File: src/design/handheld_memory_map_with_mbc1_macros.svh
// Assertion macros for the handheld memory map block.
// Used by the top level; needs clk and rst_n in the using scope.
`ifndef HANDHELD_MEMORY_MAP_WITH_MBC1_MACROS_SVH
`define HANDHELD_MEMORY_MAP_WITH_MBC1_MACROS_SVH
`ifndef NO_ASSERTIONS
// same-cycle implication
`define HMM_ASSERT_IMPLY(lbl, ante, cons, msg) \
    lbl: assert property (@(posedge clk) disable iff (!rst_n) (ante) |-> (cons)) \
        else $error(msg);
// next-cycle implication
`define HMM_ASSERT_NEXT(lbl, ante, cons, msg) \
    lbl: assert property (@(posedge clk) disable iff (!rst_n) (ante) |=> (cons)) \
        else $error(msg);
`else
`define HMM_ASSERT_IMPLY(lbl, ante, cons, msg)
`define HMM_ASSERT_NEXT(lbl, ante, cons, msg)
`endif
`endif

File: src/design/hmm_pkg.sv
// Shared types, codes and constants of the handheld memory map block.
// No dependencies.
package hmm_pkg;

    localparam int RAM_BANK_COUNT_DEF = 4;
    localparam int ROM_BANK_BITS_DEF  = 7;
    localparam int PADDR_W            = 3;
    localparam int INT_AW             = 15;

    // bus item codes
    localparam logic [2:0] FUNC_READ  = 3'd0;
    localparam logic [2:0] FUNC_WRITE = 3'd1;
    localparam logic [2:0] FUNC_BTN   = 3'd2;
    localparam logic [2:0] FUNC_DIV   = 3'd3;
    localparam logic [2:0] FUNC_LY    = 3'd4;

    // IO register addresses
    localparam logic [15:0] A_JOYP = 16'hFF00;
    localparam logic [15:0] A_SB   = 16'hFF01;
    localparam logic [15:0] A_SC   = 16'hFF02;
    localparam logic [15:0] A_DIV  = 16'hFF04;
    localparam logic [15:0] A_TIMA = 16'hFF05;
    localparam logic [15:0] A_LY   = 16'hFF44;
    localparam logic [15:0] A_DMA  = 16'hFF46;
    localparam logic [7:0]  SC_PRINT = 8'h81;

    // classified command kinds
    typedef enum logic [4:0] {
        K_NONE, K_ROM_RD, K_INT_RD, K_EXT_RD, K_JOYP_RD, K_SB_RD, K_DIV_RD,
        K_LY_RD, K_MBC_WR, K_EXT_WR, K_INT_WR, K_JOYP_WR, K_SB_WR, K_DIV_CLR,
        K_LY_CLR, K_BUTTON, K_DIV_TICK, K_LY_TICK
    } kind_t;

    typedef struct packed {
        kind_t              kind;
        logic [INT_AW-1:0]  idx;
        logic [15:0]        addr;
        logic [7:0]         data;
        logic [2:0]         button_index;
        logic               button_pressed;
        logic               sv;
        logic               tw;
        logic               dr;
    } cmd_t;

    // post-boot contents of internal store, by store index
    function automatic logic [7:0] boot_byte(input logic [INT_AW-1:0] idx);
        logic [7:0] v;
        case (idx)
            15'h7F10: v = 8'h80;
            15'h7F11: v = 8'hBF;
            15'h7F12: v = 8'hF3;
            15'h7F14: v = 8'hBF;
            15'h7F16: v = 8'h3F;
            15'h7F19: v = 8'hBF;
            15'h7F1A: v = 8'h7F;
            15'h7F1B: v = 8'hFF;
            15'h7F1C: v = 8'h9F;
            15'h7F1E: v = 8'hBF;
            15'h7F20: v = 8'hFF;
            15'h7F23: v = 8'hBF;
            15'h7F24: v = 8'h77;
            15'h7F25: v = 8'hF3;
            15'h7F26: v = 8'hF1;
            15'h7F40: v = 8'h91;
            15'h7F47: v = 8'hFC;
            15'h7F48: v = 8'hFF;
            15'h7F49: v = 8'hFF;
            default:  v = 8'h00;
        endcase
        return v;
    endfunction

endpackage

File: src/design/hmm_front.sv
// Front end: accepts bus items, classifies them by address, and queues them.
// Depends on hmm_pkg.
module hmm_front (
    input  logic             clk,
    input  logic             rst_n,
    input  logic             push,
    input  logic             hold,
    output logic             full,
    input  logic [2:0]       func,
    input  logic [15:0]      addr,
    input  logic [7:0]       data,
    input  logic [2:0]       button_index,
    input  logic             button_pressed,
    output logic             cmd_valid,
    output hmm_pkg::cmd_t    cmd,
    input  logic             cmd_take
);
    import hmm_pkg::*;

    cmd_t        q_reg [2];
    logic        wr_ptr_reg, wr_ptr_next;
    logic        rd_ptr_reg, rd_ptr_next;
    logic [1:0]  cnt_reg, cnt_next;
    cmd_t        dec;
    logic        in_beat;
    logic        ext_area, echo_area, dead_area;
    logic [15:0] echo_addr;

    // address classes
    assign ext_area  = (addr >= 16'hA000) && (addr < 16'hC000);
    assign echo_area = (addr >= 16'hE000) && (addr < 16'hFE00);
    assign dead_area = (addr >= 16'hFEA0) && (addr < 16'hFF00);
    assign echo_addr = addr - 16'h2000;

    // decode one item
    always_comb
    begin
        dec                = '0;
        dec.kind           = K_NONE;
        dec.idx            = addr[INT_AW-1:0];
        dec.addr           = addr;
        dec.data           = data;
        dec.button_index   = button_index;
        dec.button_pressed = button_pressed;
        case (func)
            FUNC_READ:
            begin
                if (addr < 16'h8000)       dec.kind = K_ROM_RD;
                else if (ext_area)         dec.kind = K_EXT_RD;
                else if (addr == A_JOYP)   dec.kind = K_JOYP_RD;
                else if (addr == A_SB)     dec.kind = K_SB_RD;
                else if (addr == A_DIV)    dec.kind = K_DIV_RD;
                else if (addr == A_LY)     dec.kind = K_LY_RD;
                else
                begin
                    dec.kind = K_INT_RD;
                    if (echo_area) dec.idx = echo_addr[INT_AW-1:0];
                end
            end
            FUNC_WRITE:
            begin
                if (addr == A_SC && data == SC_PRINT) dec.sv = 1'b1;
                else if (addr < 16'h8000)  dec.kind = K_MBC_WR;
                else if (ext_area)         dec.kind = K_EXT_WR;
                else if (echo_area)
                begin
                    dec.kind = K_INT_WR;
                    dec.idx  = echo_addr[INT_AW-1:0];
                end
                else if (dead_area)        dec.kind = K_NONE;
                else if (addr == A_DIV)    dec.kind = K_DIV_CLR;
                else if (addr == A_LY)     dec.kind = K_LY_CLR;
                else if (addr == A_TIMA)
                begin
                    dec.kind = K_INT_WR;
                    dec.tw   = 1'b1;
                end
                else if (addr == A_DMA)    dec.dr = 1'b1;
                else if (addr == A_JOYP)   dec.kind = K_JOYP_WR;
                else if (addr == A_SB)     dec.kind = K_SB_WR;
                else                       dec.kind = K_INT_WR;
            end
            FUNC_BTN: dec.kind = K_BUTTON;
            FUNC_DIV: dec.kind = K_DIV_TICK;
            FUNC_LY:  dec.kind = K_LY_TICK;
            default:  dec.kind = K_NONE;
        endcase
    end

    // two-entry queue toward the back end
    assign full      = (cnt_reg == 2'd2) || hold;
    assign in_beat   = push && !full;
    assign cmd_valid = (cnt_reg != 2'd0);
    assign cmd       = q_reg[rd_ptr_reg];

    always_comb
    begin
        wr_ptr_next = wr_ptr_reg ^ in_beat;
        rd_ptr_next = rd_ptr_reg ^ cmd_take;
        cnt_next    = cnt_reg + {1'b0, in_beat} - {1'b0, cmd_take};
    end

    always_ff @(posedge clk or negedge rst_n)
    begin
        if (!rst_n)
        begin
            wr_ptr_reg <= 1'b0;
            rd_ptr_reg <= 1'b0;
            cnt_reg    <= 2'd0;
        end
        else
        begin
            wr_ptr_reg <= wr_ptr_next;
            rd_ptr_reg <= rd_ptr_next;
            cnt_reg    <= cnt_next;
        end
    end

    always_ff @(posedge clk)
    begin
        if (in_beat) q_reg[wr_ptr_reg] <= dec;
    end

endmodule

File: config.mk
export PLATFORM = sky130hd
export DESIGN_NAME = hmm_front
export DESIGN_NICKNAME = d
export VERILOG_FILES = /design/src/design/handheld_memory_map_with_mbc1_macros.svh /design/src/design/hmm_pkg.sv /design/src/design/hmm_front.sv
export SDC_FILE = /design/constraint.sdc
export NUM_CORES = 1
export LEC_CHECK = 0
export BUFFER_PORTS_ARGS = -buffer_cell sky130_fd_sc_hd__buf_2
export CAP_MARGIN = 15
export CORE_UTILIZATION = 48
export DETAILED_ROUTE_END_ITERATION = 12
export GPL_ROUTABILITY_DRIVEN = 0
export PLACE_DENSITY = 0.81
export SLEW_MARGIN = 20
export SYNTH_ARGS = -nofsm -noshare
export SYNTH_HDL_FRONTEND = slang
export SYNTH_SLANG_ARGS = --single-unit
File: constraint.sdc
create_clock -name clk -period 2.6 [get_ports clk]
set_input_delay 0.39 -clock clk [delete_from_list [all_inputs] [get_ports clk]]
set_output_delay 0.39 -clock clk [all_outputs]
set_load 0.02 [all_outputs]
==> results of run 1 <==
==> power groups by stage <==
stage	clock network, mW	registers, mW	logic, mW
after detailed placement	0	1.74	1.38
after floorplan	0	1.68	1.08
after global routing	1.14	1.73	1.47
after global placement	0	1.73	1.37
after CTS	1.08	1.71	1.39
final	1.05	1.71	1.37
==> cells in the final DEF, fill, tap and decap left out, types with 3 or more instances in the layout <==
cell type	Yosys	routed
a21o_1	3	3
a21oi_1	4	4
buf_2	3	88
bufinv_16	0	3
clkbuf_8	0	9
dfrtp_1	4	3
edfxtp_1	76	76
ha_1	5	3
inv_1	10	10
mux2_2	38	38
nand2_1	8	8
nand3_1	4	4
nand4b_1	3	3
nor2_1	8	8
nor2b_1	3	3
nor4_1	7	7
o31ai_1	3	3
xnor2_1	3	3
==> layout make-up <==
type	instances	area [um2]	share of cell area (%)
clock inverter	5	106.4	2.464
sequential	80	2384	55.23
clock buffer	11	131.4	3.044
multi-input combinational	122	1047	24.27
tap	99	123.9	2.870
inverter	10	37.54	0.8698
timing repair buffer	92	485.5	11.25
==> synthesized netlist by cell type, types with 2 or more instances <==
cell | number | area share (%)
and3_1 | 2 | 0.35
edfxtp_1 | 76 | 63
nand2b_1 | 2 | 0.35
buf_4 | 14 | 2.9
clkbuf_1 | 6 | 0.62
mux2_2 | 38 | 12
ha_1 | 5 | 1.7
nand3_1 | 4 | 0.56
nand2_1 | 8 | 0.83
inv_1 | 10 | 1.0
dfrtp_1 | 4 | 2.8
a21o_1 | 3 | 0.62
nor2b_1 | 3 | 0.52
buf_2 | 3 | 0.42
xnor2_1 | 3 | 0.73
o31ai_1 | 3 | 0.62
nor3b_1 | 2 | 0.42
nand4b_1 | 3 | 0.73
a31oi_1 | 2 | 0.35
a21oi_1 | 4 | 0.56
nor2_1 | 8 | 0.83
nor4_1 | 7 | 1.2
==> metal layers <==
layer | vias to the layer above | part of all wire [%] | track usage, %
li1 | 1067 | - | -
met1 | 1075 | 42 | 21.20
met2 | 90 | 50 | 29.72
met3 | 4 | 7.5 | 7.090
met4 | 0 | 0.73 | 4.692
met5 | - | 0 | 0
==> worst min path at each step <==
stage	start	end	cells past startpoint
2_1_floorplan	rst_n	cnt_reg[0]	0
3_3_place_gp	rst_n	cnt_reg[1]	1
6_report	button_pressed	q_reg[0][3]	1
3_5_place_dp	rst_n	cnt_reg[1]	1
4_1_cts	button_pressed	q_reg[0][3]	1
5_1_grt	button_pressed	q_reg[0][3]	1
==> worst register-to-register path: stages, from the launching register on <==
cell and delay [ns]:
dfrtp_1 0.37, inv_1 0.05, a21oi_1 0.17, nand2_1 0.10
inv_1 0.08, ha_2 0.16, buf_4 0.43
==> kinds of logic (layout without fill, tap and decap cells) <==
family                     count (synthesis)  count (layout)
DFF                                       80              80
muxes                                     38              38
xor gates and xnor gates                   4               4
and+or+nand+nor                           49              49
buffers and inverters                     33             118
AOI/OAI and AO/OA                         26              26
adders and majority gates                  5               5
==> timing repair <==
action	CTS	global route
hold buffers	1	0
setup endpoints to repair	0	0
hold endpoints to repair	4	0
==> through the flow <==
| step | setup WS (ns) | power [mW] | util (%) | hold slack [ns] |
|---|---|---|---|---|
| 6_report | 0.5059 | 4.127 | 59.50 | 0.2387 |
| 3_3_place_gp | 0.5910 | 3.101 | 56.08 | 0.2002 |
| 5_1_grt | 0.3879 | 4.338 | 59.50 | 0.2041 |
| 2_1_floorplan | 0.5418 | 2.760 | - | 0.09441 |
| 3_5_place_dp | 0.5674 | 3.121 | 56.08 | 0.2032 |
| 4_1_cts | 0.4587 | 4.184 | 59.50 | 0.2153 |
==> flow_summary.ini, run 1 <==
[clock_tree]
tritoncts_num_sinks = 80
number_of_resized_instances_in_the_post_cts_repair_step = 0
ctsHtreeMaxLevel = 3
cts_tree = done
cts_inserted_buffers = 9
worst_skew_pair.late_latency_ns = 0.34
cts.repair_timing.setup_buffer_count = 0
clkTransAtPathRegs_ns = 0.08
cts_root_cell = clkbuf_8
cts.path.max_buffers = 2

[sta]
final_total_negative_setup_slack_ns = 0
final_period_minus_worst_setup_slack_ns = 2.094
grt_setup_unrepaired = false
slew_headroom_pct = 64.77
max_freq_mhz = 477.5
transition_time_at_the_pin_with_the_least_slew_margin_ns = 0.5285
timing_hold_violations_final = 0
setup_viol = 0
timing_max_transition_violations_final = 0
timing.final.crit_share_pct = 80.54
skew_ns = 0.006867

[detailed_routing]
drc = 0
vias_per_cell = 5.337
route.vias.total = 2236
antenna_violating_nets_post_route = 0
wirelength_mm = 6.458
detailed_router_s_first_iteration_violation_count = 79
avgRoutedWirePerCell_um = 15.41
first_pass_iters = 4

[setup_path]
critical_path.startpoint_type = flop
critical_path.cell_chain = buf_12, mux2_2, buf_2
timing.rr.start = cnt_reg[0]
cp_data_required_time_ns = 2.21
timing.critical_path.from = rd_ptr_reg
setup.reg_to_reg.worst_slack_ns = 0.85
critical_path.endpoint = cmd[29]
critPathCaptureType = output pin
crit_slowest_cell = dfrtp_2
crit-reg2reg-capture = q_reg[0][39]
arrival_ns = 1.70
critical-path-max-stage-delay_ns = 0.58
critical_path_cell_count = 3
crit_path_max_fanout = 27
timing.reg2reg.worst_path_depth = 6
critical_path_class = reg2out
crit_buf_inv = 2
critical-path-top-delay-family = flip-flops

[pwr]
power.share.sequential_pct = 41.3
total_power_density_per_cell_area_nw_per_um2 = 956.3
power_frac_comb_pct = 33.2
total_leakage_power_nw = 1.620
switching_share_of_power_pct = 31.89
power.net_switching_mw = 1.316
intPower_mw = 2.811
clkPwrFrac_pct = 25.5
ir_drop_mv = 0.5775

[logic_synthesis]
ys_async_sr_fraction_pct = 5.000
synthesis.yosys.warnings = 0
ys_dominant_reg_cell = edfxtp_1
postSynthRegisterBits = 80
mappedNetlistNets = 276
synth_top_family_by_area = multiplexers
synth-adder-area-share_pct = 1.736
ys_seq_area_share_pct = 66.09
synth_cell_type_count = 47
number_of_enable_type_register_cells_in_the_synthesized_netlist = 76
synth.area.mux_share_pct = 11.87
yosys.area_share.xor_xnor_pct = 0.9719
syn_area_per_cell_um2 = 15.34
post_synth_instance_area_um2 = 3605
synthCells = 235
synth_compound_gate_area_share_pct = 5.797
post_synth_simple_gate_area_pct = 8.539

[floorplanning]
boundaryPins = 89
row_count = 31
die_width_um = 88.66
die_extent_in_y_um = 88.66
floorplan.initialDensity_pct = 49.70
core_area_um2 = 7253
die_area_um2 = 7861

[grt]
globalRouteOverflowTotal = 0
largest_net_degree_at_the_start_of_global_routing = 39
grt_pass1_wl_mm = 9.949
grt_usage_pct = 17.68
antenna_found_initial = 0
grt_pass1_vias = 2017

[flow_run]
maxCapViolations = 0

[placed_design]
placed_cells_incl_taps = 402
port-buffer-count = 88
total_half_perimeter_wirelength_after_legalization_and_detailed_placement_mm = 4.434
placed_cell_area_um2 = 4068

[worst_hold_path]
holdCritPathClass = in2reg

[cells_and_area]
largest_reg_flops = 76
final_area_um2 = 4315
num_antenna_cells = 0
instances_no_fill = 419
num-fill-cells = 577
layout-drive-gt1-share_pct = 47.50
finalNetCount = 356
synthToLayoutAreaGrowth_pct = 19.72

[run_status]
run_status = completed
Note: power is estimated with default switching activity, not from simulation.
==> run 2: changes to the inputs <==
- clock period: 2.6 -> 2.2 ns (I/O delays scaled with it)
==> run 2 against run 1 <==
Sequential cell count unchanged. Non-clock buffer count increased by 1. Critical path type unchanged. Largest power group unchanged. Wire length increased by 6.7%.
==> flow_summary.ini, run 2 (synthesized netlist as in run 1, its figures left out) <==
[setup_path]
critical-path-max-stage-delay_ns = 0.62
arrival_ns = 1.76
cp_data_required_time_ns = 1.87
critical_path.startpoint_type = flop
timing.critical_path.from = rd_ptr_reg
crit_buf_inv = 2
critPathCaptureType = output pin
crit_slowest_cell = dfrtp_2
critical_path.cell_chain = buf_4, mux2_2, buf_2
critical-path-top-delay-family = flip-flops
crit_path_max_fanout = 15
critical_path_class = reg2out
timing.rr.start = cnt_reg[0]

[sta]
grt_setup_unrepaired = false
timing.final.crit_share_pct = 95.14
slew_headroom_pct = 64.39
max_freq_mhz = 477.8
final_total_negative_setup_slack_ns = 0
skew_ns = 0.007365
transition_time_at_the_pin_with_the_least_slew_margin_ns = 0.5292
timing_hold_violations_final = 0
final_period_minus_worst_setup_slack_ns = 2.093
timing_max_transition_violations_final = 0
setup_viol = 0

[detailed_routing]
vias_per_cell = 5.402
detailed_router_s_first_iteration_violation_count = 124
wirelength_mm = 6.889
antenna_violating_nets_post_route = 0
avgRoutedWirePerCell_um = 16.40
first_pass_iters = 4
drc = 0
route.vias.total = 2269

[cells_and_area]
final_common_cell = buf_2
top_library_cells_by_usage_in_the_layout_fill_and_taps_aside = 88 x buf_2, 76 x edfxtp_1, 38 x mux2_2
num_antenna_cells = 0
largest_reg_flops = 76
instances_no_fill = 420
synthToLayoutAreaGrowth_pct = 18.54
finalNetCount = 357
layout-drive-gt1-share_pct = 47.35

[worst_hold_path]
holdCritPathClass = in2reg
hp-start = button_index[1]

[floorplanning]
core_area_um2 = 7253
die_width_um = 88.66
floorplan.initialDensity_pct = 49.70
boundaryPins = 89
row_count = 31
die_extent_in_y_um = 88.66
die_area_um2 = 7861

[grt]
antenna_found_initial = 0
grt_pass1_vias = 2164
globalRouteOverflowTotal = 0
largest_net_degree_at_the_start_of_global_routing = 39
grt_pass1_wl_mm = 10.45
grt_usage_pct = 18.25

[clock_tree]
number_of_resized_instances_in_the_post_cts_repair_step = 0
cts_root_cell = clkbuf_8
tritoncts_num_sinks = 80
cts.repair_timing.setup_buffer_count = 0
cts_inserted_buffers = 9
cts.path.max_buffers = 2
clkTransAtPathRegs_ns = 0.08
cts_tree = done
ctsHtreeMaxLevel = 3
worst_skew_pair.late_latency_ns = 0.35

[placed_design]
port-buffer-count = 88
placed_cells_incl_taps = 403
total_half_perimeter_wirelength_after_legalization_and_detailed_placement_mm = 4.662

[pwr]
total_power_density_per_cell_area_nw_per_um2 = 1074
total_leakage_power_nw = 1.591
ir_drop_mv = 0.6193

[run_status]
run_status = completed

[flow_run]
maxCapViolations = 0
## run 2: cell count changes in the layout (fill, tap and decap cells not counted), sizes merged
cell | previous run | this run
clkbuf | 11 | 9
clkinvlp | 1 | 3
buf | 91 | 92
clkinv | 1 | 4
bufinv | 3 | 0
## run 2: timing repair
item	in CTS	in global routing
hold buffers	1	0
hold endpoints to repair	4	0
endpoints found under the setup margin	0	0
## run 2: path summary, 6_finish.rpt
| kind | to | slack, ns | depth (start not counted) |
|---|---|---|---|
| worst max register to register | cnt_reg[1] | 0.67 | 8 |
| worst min register to register | cnt_reg[1] | 0.49 | 1 |
| worst min-delay path | q_reg[1][5] | 0.17 | 1 |
| worst max-delay path | cmd[13] | 0.11 | 3 |
| min in group asynchronous | cnt_reg[1] | 0.32 | 2 |
| max in group asynchronous | rd_ptr_reg | 1.75 | 2 |
## run 2: cell type report
cell class	count	area (um2)
clock buffers	9	123.9
fillers	578	2980
well taps	99	123.9
inverters	10	37.54
multi-input cells	122	1047
repair buffers	93	518.0
clock inverters	7	38.79
flip-flops and latches	80	2384
## run 2: metrics by stage
step	hold WS, ns	total power [mW]	cell area (um2)	util [%]	setup slack [ns]
4_1_cts	0.1575	4.636	4273	58.91	0.06935
2_1_floorplan	0.03441	3.261	3605	-	0.1418
6_report	0.1736	4.587	4273	58.91	0.1069
3_5_place_dp	0.1423	3.735	4100	56.53	0.2372
3_3_place_gp	0.1379	3.712	4100	56.53	0.3439
5_1_grt	0.1670	4.799	4273	58.91	0.01499
## run 2: power breakdown
group | internal, mW | switching, mW
logic | 0.687 | 0.968
registers | 1.91 | 0.114
clock network | 0.395 | 0.514
## run 2: metal layers
layer | routed length (um) | part of all wire [%] | track usage, % | vias up
met4 | 57 | 0.83 | 6.598 | 0
met5 | 0 | 0 | 0 | -
met1 | 2909 | 42 | 22.01 | 1113
met2 | 3391 | 49 | 31.47 | 93
li1 | - | - | - | 1057
met3 | 532 | 7.7 | 4.944 | 6
